[config.mk]
export PLATFORM = sky130hd
export DESIGN_NAME = ucb_alu
export DESIGN_NICKNAME = d
export VERILOG_FILES = /design/src/rtl/core/ucb_pkg.sv /design/src/rtl/core/ucb_alu.sv
export SDC_FILE = /design/constraint.sdc
export NUM_CORES = 2
export LEC_CHECK = 0
export ABC_AREA = 1
export BUFFER_PORTS_ARGS = -buffer_cell sky130_fd_sc_hd__buf_2
export CORE_MARGIN = 10
export CORE_UTILIZATION = 31
export DETAILED_ROUTE_END_ITERATION = 8
export PLACE_DENSITY = 0.45
export SLEW_MARGIN = 15
export SYNTH_ARGS = -nofsm -noshare
export SYNTH_HDL_FRONTEND = slang
export SYNTH_SLANG_ARGS = --single-unit
[constraint.sdc]
create_clock -name clk -period 6.3 [get_ports clk]
set_clock_uncertainty 0.1 [all_clocks]
set_input_delay 0.315 -clock clk [delete_from_list [all_inputs] [get_ports clk]]
set_output_delay 0.315 -clock clk [all_outputs]
set_load 0.02 [all_outputs]
[src/rtl/core/ucb_pkg.sv]
// Shared types and constants for the UCB1 child selector.
// Used by ucb_alu, ucb1_child_selector and tb_top; depends on nothing else.
package ucb_pkg;

  // Action codes carried in the input item's op field.
  localparam logic [1:0] OP_CLEAR  = 2'd0;
  localparam logic [1:0] OP_SELECT = 2'd1;
  localparam logic [1:0] OP_RECORD = 2'd2;
  localparam logic [1:0] OP_BEST   = 2'd3;

  // Configuration register indexes.
  localparam logic [1:0] CFG_MOVE_COUNT   = 2'd0;
  localparam logic [1:0] CFG_EXPLORE_GAIN = 2'd1;
  localparam logic [1:0] CFG_ROOT_PLAYER  = 2'd2;

  // Operations of the shared arithmetic unit.
  localparam logic [1:0] ALU_MUL  = 2'd0;
  localparam logic [1:0] ALU_DIV  = 2'd1;
  localparam logic [1:0] ALU_SQRT = 2'd2;

  // Dividends are at most 48 bits wide, square root operands 64 bits.
  localparam int DIV_STEPS  = 48;
  localparam int SQRT_STEPS = 32;

  localparam logic [15:0] LN2_Q16   = 16'd45426;
  localparam logic [31:0] SCORE_INF = 32'hFFFF_FFFF;
  localparam logic [31:0] SCORE_CAP = 32'hFFFF_FFFE;
  localparam logic [15:0] GAIN_RESET = 16'd5793;

  typedef struct packed {
    logic        start;
    logic [1:0]  op;
    logic [63:0] opa;
    logic [31:0] opb;
  } alu_req_t;

  typedef struct packed {
    logic        busy;
    logic        done;
    logic [63:0] res;
  } alu_rsp_t;

endpackage

[src/rtl/core/ucb_alu.sv]
// Shared arithmetic unit: 32x32 multiply with a registered result, bit-serial
// divide and bit-serial square root. Depends on ucb_pkg.
module ucb_alu (
  input  logic              clk,
  input  logic              rst_n,
  input  ucb_pkg::alu_req_t req,
  output ucb_pkg::alu_rsp_t rsp
);

  logic        busy_r;
  logic        done_r;
  logic [5:0]  cnt_r;
  logic [1:0]  op_r;
  logic [63:0] acc_r;
  logic [34:0] rem_r;
  logic [63:0] q_r;
  logic [31:0] b_r;

  logic [34:0] rem_sh;
  logic [34:0] trial;
  logic        ge;
  logic [34:0] rem_nxt;
  logic [63:0] acc_nxt;
  logic [63:0] prod;

  logic load;
  assign load = req.start && !busy_r;
  assign prod = req.opa[31:0] * req.opb;

  always_comb begin
    if (op_r == ucb_pkg::ALU_SQRT) begin
      rem_sh  = {rem_r[32:0], acc_r[63:62]};
      trial   = {1'b0, q_r[31:0], 2'b01};
      acc_nxt = {acc_r[61:0], 2'b00};
    end else begin
      rem_sh  = {rem_r[33:0], acc_r[ucb_pkg::DIV_STEPS-1]};
      trial   = {3'b000, b_r};
      acc_nxt = {acc_r[62:0], 1'b0};
    end
    ge      = (rem_sh >= trial);
    rem_nxt = ge ? (rem_sh - trial) : rem_sh;
  end

  always_ff @(posedge clk) begin
    if (!rst_n) begin
      busy_r <= 1'b0;
      done_r <= 1'b0;
      cnt_r  <= '0;
    end else begin
      done_r <= 1'b0;
      if (load) begin
        case (req.op)
          ucb_pkg::ALU_DIV: begin
            busy_r <= 1'b1;
            cnt_r  <= 6'(ucb_pkg::DIV_STEPS);
          end
          ucb_pkg::ALU_SQRT: begin
            busy_r <= 1'b1;
            cnt_r  <= 6'(ucb_pkg::SQRT_STEPS);
          end
          default: begin
            done_r <= 1'b1;
          end
        endcase
      end else if (busy_r) begin
        cnt_r <= cnt_r - 6'd1;
        if (cnt_r == 6'd1) begin
          busy_r <= 1'b0;
          done_r <= 1'b1;
        end
      end
    end
  end

  always_ff @(posedge clk) begin
    if (load) begin
      op_r  <= req.op;
      b_r   <= req.opb;
      acc_r <= req.opa;
      rem_r <= '0;
      q_r   <= (req.op == ucb_pkg::ALU_MUL) ? prod : 64'd0;
    end else if (busy_r) begin
      acc_r <= acc_nxt;
      rem_r <= rem_nxt;
      q_r   <= {q_r[62:0], ge};
    end
  end

  assign rsp.busy = busy_r;
  assign rsp.done = done_r;
  assign rsp.res  = q_r;

endmodule

# == Word-level counts from Yosys, hierarchy flattened ==
# Index checks and enable logic that the tools add are counted.
# op_classes
n_addsub,2
mul,1
magnitude_cmp,1
eq_ne,6
n_mux,20
reduce_logical,6
# ops
operator,n
$mux W64,6
$mux W34,2
$mul A32 B32 Y64,1
$ge A35 B34 Y1,1
$mux W35,1
$sub A34 B34 Y34,1
$mux W6,2
$pmux W6 S2,1
$mux W1,8
$eq A6 B1 Y1 const B,1
$sub A6 B1 Y6 const B,1
$eq A2 B2 Y1 const B,2
$ne A3 B1 Y1 const B,1
$eq A2 B1 Y1 const B,1
$logic_not A2 Y1,1
$ne A2 B2 Y1 const B,1
$reduce_and A2 Y1,1
$reduce_bool A2 Y1,1
$reduce_or A2 Y1,1
$logic_and A1 B1 Y1,1
$logic_not A1 Y1,1
# totals
regBits,204
in_bits,101
out_inout_bits,66

# == Longest topological paths before layout ==
# depth
ltp_word,5
ltp_mapped,32

# == Worst setup path after synthesis ==
# OpenSTA, ideal clock, no wires.
# synth_timing
path_kind,input-to-reg
from,input req[63] (netlist name)
to,register q_r[50] (data pin)
setup_ns,0.253
t_arrival_ns,6.268
required_time_ns,5.947
setup_slack_ns,-0.321
stages,28
cell_sequence,clkbuf_1 clkbuf_1 nand2_1 fa_1 inv_1 fa_1 fa_1 inv_1 fa_1 inv_1 fa_1 fa_1 fa_1 inv_1 fa_1 inv_1 ha_1 nand2_1 nor2_1 inv_1 nor2_1 inv_1 nor3_1 nand3_1 nand3_1 nand2_1 nand3_1 nand2_1
# synth_between
elab_chain_len,3
# synth_rtl
item,line_no,rtl
start: declaration,ucb_alu.sv:6,"input ucb_pkg::alu_req_t req,"
$mul A32 B32 Y64,ucb_alu.sv:28,assign prod = req.opa[31:0] * req.opb;
$mux W64,ucb_alu.sv:81,q_r <= (req.op == ucb_pkg::ALU_MUL) ? prod : 64'd0;
$mux W64,ucb_alu.sv:76,if (load) begin
end signal: assignment,ucb_alu.sv:81,
end signal: assignment,ucb_alu.sv:85,"q_r <= {q_r[62:0], ge};"
end: declaration,ucb_alu.sv:16,logic [63:0] q_r;
# No other way between the ends.
# A chain may end at the register's enable or synchronous reset.

# == Final worst setup path ==
# layout_timing
from,input req[7] (netlist name)
to,register q_r[52] (data pin)
# The elaborated chain is that of the path after synthesis.

==> flow_metrics.py <==
metrics = {
    "die": {
        "die_x_um": 413.5,
        "initial_utilization": 0.3116,
        "ios": 167,
        "die_y_um": 413.5,
        "rows": 144,
        "dieArea_sq_um": 171000,
        "coreArea_sq_um": 154000,
    },
    "detailed_routing": {
        "drc": 0,
        "vias_per_cell": 4.562,
        "routedWlPerCell_um": 20.01,
        "route.vias.total": 41230,
        "ant_nets": 0,
        "totalWireLength_mm": 180.9,
        "drt_iter0_markers": 2997,
        "first_pass_iters": 8,
    },
    "setup_path": {
        "crit_arrival_ns": 6.65,
        "worstPathRequired_ns": 6.53,
        "cp_slowest_cell": "fa_2",
        "cpPeakStageDelay_ns": 0.56,
        "start_kind": "input port",
        "path_max_fanout": 5,
        "reg2reg_slack_ns": 2.14,
        "path_class": "in -> reg",
        "endpoint_kind": "register",
    },
    "place": {
        "io_buffers": 166,
        "routabilityCongestion": 0.9145,
        "place_hpwl_mm": 150.8,
        "placed_cells": 8916,
    },
    "grt": {
        "grt-busiest-layer": "met2",
        "met3_usage": 0.01423,
        "grt_start_max_net_pins": 71,
        "grt_usage": 0.2096,
        "grt_pass1_wl_mm": 273.8,
        "grt_antenna_before_repair": 12,
        "globalRoute.totalOverflow": 0,
        "grt_pass1_vias": 43090,
        "met2_usage": 0.3452,
        "grt_use_met1": 0.3081,
    },
    "run": {
        "maxCapViolations": 0,
    },
    "yosys": {
        "yosys_register_bits": 204,
        "syn_area_per_cell_sq_um": 7.348,
        "ys_seq_area_frac": 0.1189,
        "synth-adder-area-share": 0.4529,
        "synth_warnings": 0,
        "synth.distinct_cells": 43,
        "synth_compound_area_frac": 0.03830,
        "synth_top_family_by_area": "adder cells",
        "synthSimpleGateAreaFrac": 0.2129,
        "syn_nets": 7832,
        "synth-xor-area-share": 0.004380,
        "synth.area.mux_share": 0.001043,
        "netlist_area_sq_um": 47990,
        "syn-instance-count": 6532,
    },
    "timing": {
        "rsz0062_at_grt": "true",
        "max-slew-margin-rel": 0.3379,
        "hold_ws_ns": 0.01814,
        "tightest_slew_ns": 0.9907,
        "drv_slew": 0,
        "max_freq_ghz": 0.1558,
        "final_hold_viol_count": 0,
        "finalCritPeriodShare": 1.019,
        "setup_viol": 17,
        "fin_ws_ns": -0.1190,
        "period_minus_slack_ns": 6.419,
    },
    "clock_network": {
        "cts_tree": "built",
        "clockBufferDepth": 3,
        "cts_sinks": 204,
        "insertion_delay_ns": 0.58,
        "root_buffer": "clkbuf_16",
        "cts_buffers": 26,
        "clk_pin_slew_ns": 0.07,
        "htree_levels": 1,
    },
    "finish": {
        "seq_area_sq_um": 5705,
        "drive_gt1_frac": 0.1745,
        "fill_cells": 16210,
        "multi_input_area_sq_um": 36250,
        "synthToLayoutAreaGrowth_pct": 22.74,
        "stdcell_count": 9038,
        "final_util": 0.3824,
        "final_nets": 8274,
    },
    "run_status": {
        "violations": "setup timing",
        "status": "complete, but fails checks",
    },
    "min_path": {
        "hp-class": "in -> reg",
    },
}
critical path: cells and delay by family:
| kind | cells | cell delay [ns] |
|---|---|---|
| adders and majority gates | 9 | 4.42 |
| and+or+nand+nor | 11 | 1.05 |
| buffers and inverters | 10 | 0.80 |
area by class of cell:
class	instances	share of cell area
multi-input cells	4148	0.6153
inverters	1884	0.1203
repair buffers	710	0.1092
flip-flops and latches	204	0.09686
well taps	2044	0.04342
clock buffers	32	0.01213
clock inverters	14	0.002634
diodes	2	0.00008496
metal layers:
metal	routed length [um]	part of all wire
met5	27	0.00015
met4	2459	0.014
met3	8838	0.049
met2	83080	0.46
met1	86490	0.48
flip-flops by register name, indices dropped and copies added (netlist names):
signal / cells
rem_r: 34
acc_r: 64
op_r: 2
busy_r: 1
done_r: 1
cnt_r: 6
b_r: 32
q_r: 64
synthesized netlist by cell type, drive strengths merged:
cell type  number  area share
or2             8      0.0010
clkbuf        265       0.021
and2            7     0.00096
dfxtp          42       0.018
a21o            3     0.00047
a21oi         101       0.011
nand3         164       0.017
clkinv          1    0.000078
inv          1883        0.15
o21a            2     0.00031
nor4            1     0.00013
fa            897        0.37
o21bai         10      0.0016
ha            302       0.079
nor3           14      0.0017
xor2            7      0.0013
buf            31      0.0036
o21ai         149       0.016
nand2        2105        0.17
mux2i           5      0.0010
a32o            2     0.00042
nor2          235       0.019
nand4          14      0.0018
o22ai           9      0.0012
xnor2          17      0.0031
nand3b         33      0.0052
a31oi          63      0.0082
edfxtp        162        0.10
path summary, 6_finish.rpt:
kind,depth (start not counted),startpoint,end
setup / recovery,30,req[7],q_r[52]$_DFFE_PP_
hold / removal,3,req[85],acc_r[53]$_DFFE_PP_
setup reg to reg,19,op_r[1]$_DFFE_PP_,rem_r[32]$_SDFFE_PP0P_
hold reg to reg,2,rem_r[33]$_SDFFE_PP0P_,rem_r[33]$_SDFFE_PP0P_
stage by stage:
stage	cell area, sq um	setup WS [ns]	setup TNS, ns
global placement	54910	-1.248	-48.84
CTS	57310	-0.03740	-0.1023
global route	58900	-0.2733	-7.181
finish	58910	-0.1190	-0.8471
detailed placement	54910	-1.229	-50.02
floorplan	48800	-0.01031	-0.02326
what timing repair did:
action,in CTS,in global routing
cloned,6,1
resized for setup,267,400
pin swaps,80,194
endpoints found under the hold margin,32,0
setup buffers,19,26
setup endpoints to repair,49,52
hold buffers,26,0
cell families (layout without fill, tap and decap cells):
group,count (synthesis),count (layout)
AOI/OAI and AO/OA,339,339
xor gates and xnor gates,24,24
DFF,204,204
buffers and inverters,2180,2640
other,0,2
and+or+nand+nor,2581,2581
adders and majority gates,1199,1199
muxes,5,5
cell usage in the layout, fill, tap and decap left out, drive strengths merged, types with 9 or more instances in the layout:
master,netlist,final
a31oi,63,63
a21oi,101,101
edfxtp,162,162
xnor2,17,17
inv,1883,1885
clkbuf,265,34
buf,31,679
nand3b,33,33
ha,302,302
nor3,14,14
o22ai,9,9
dlygate4sd3,0,26
fa,897,897
o21ai,149,149
nor2,235,235
nand4,14,14
nand2,2105,2105
nand3,164,164
o21bai,10,10
dfxtp,42,42
Power is left out: the tool's default activity adds up to more than one toggle a clock period on the data nets, which glitch-free logic cannot reach.
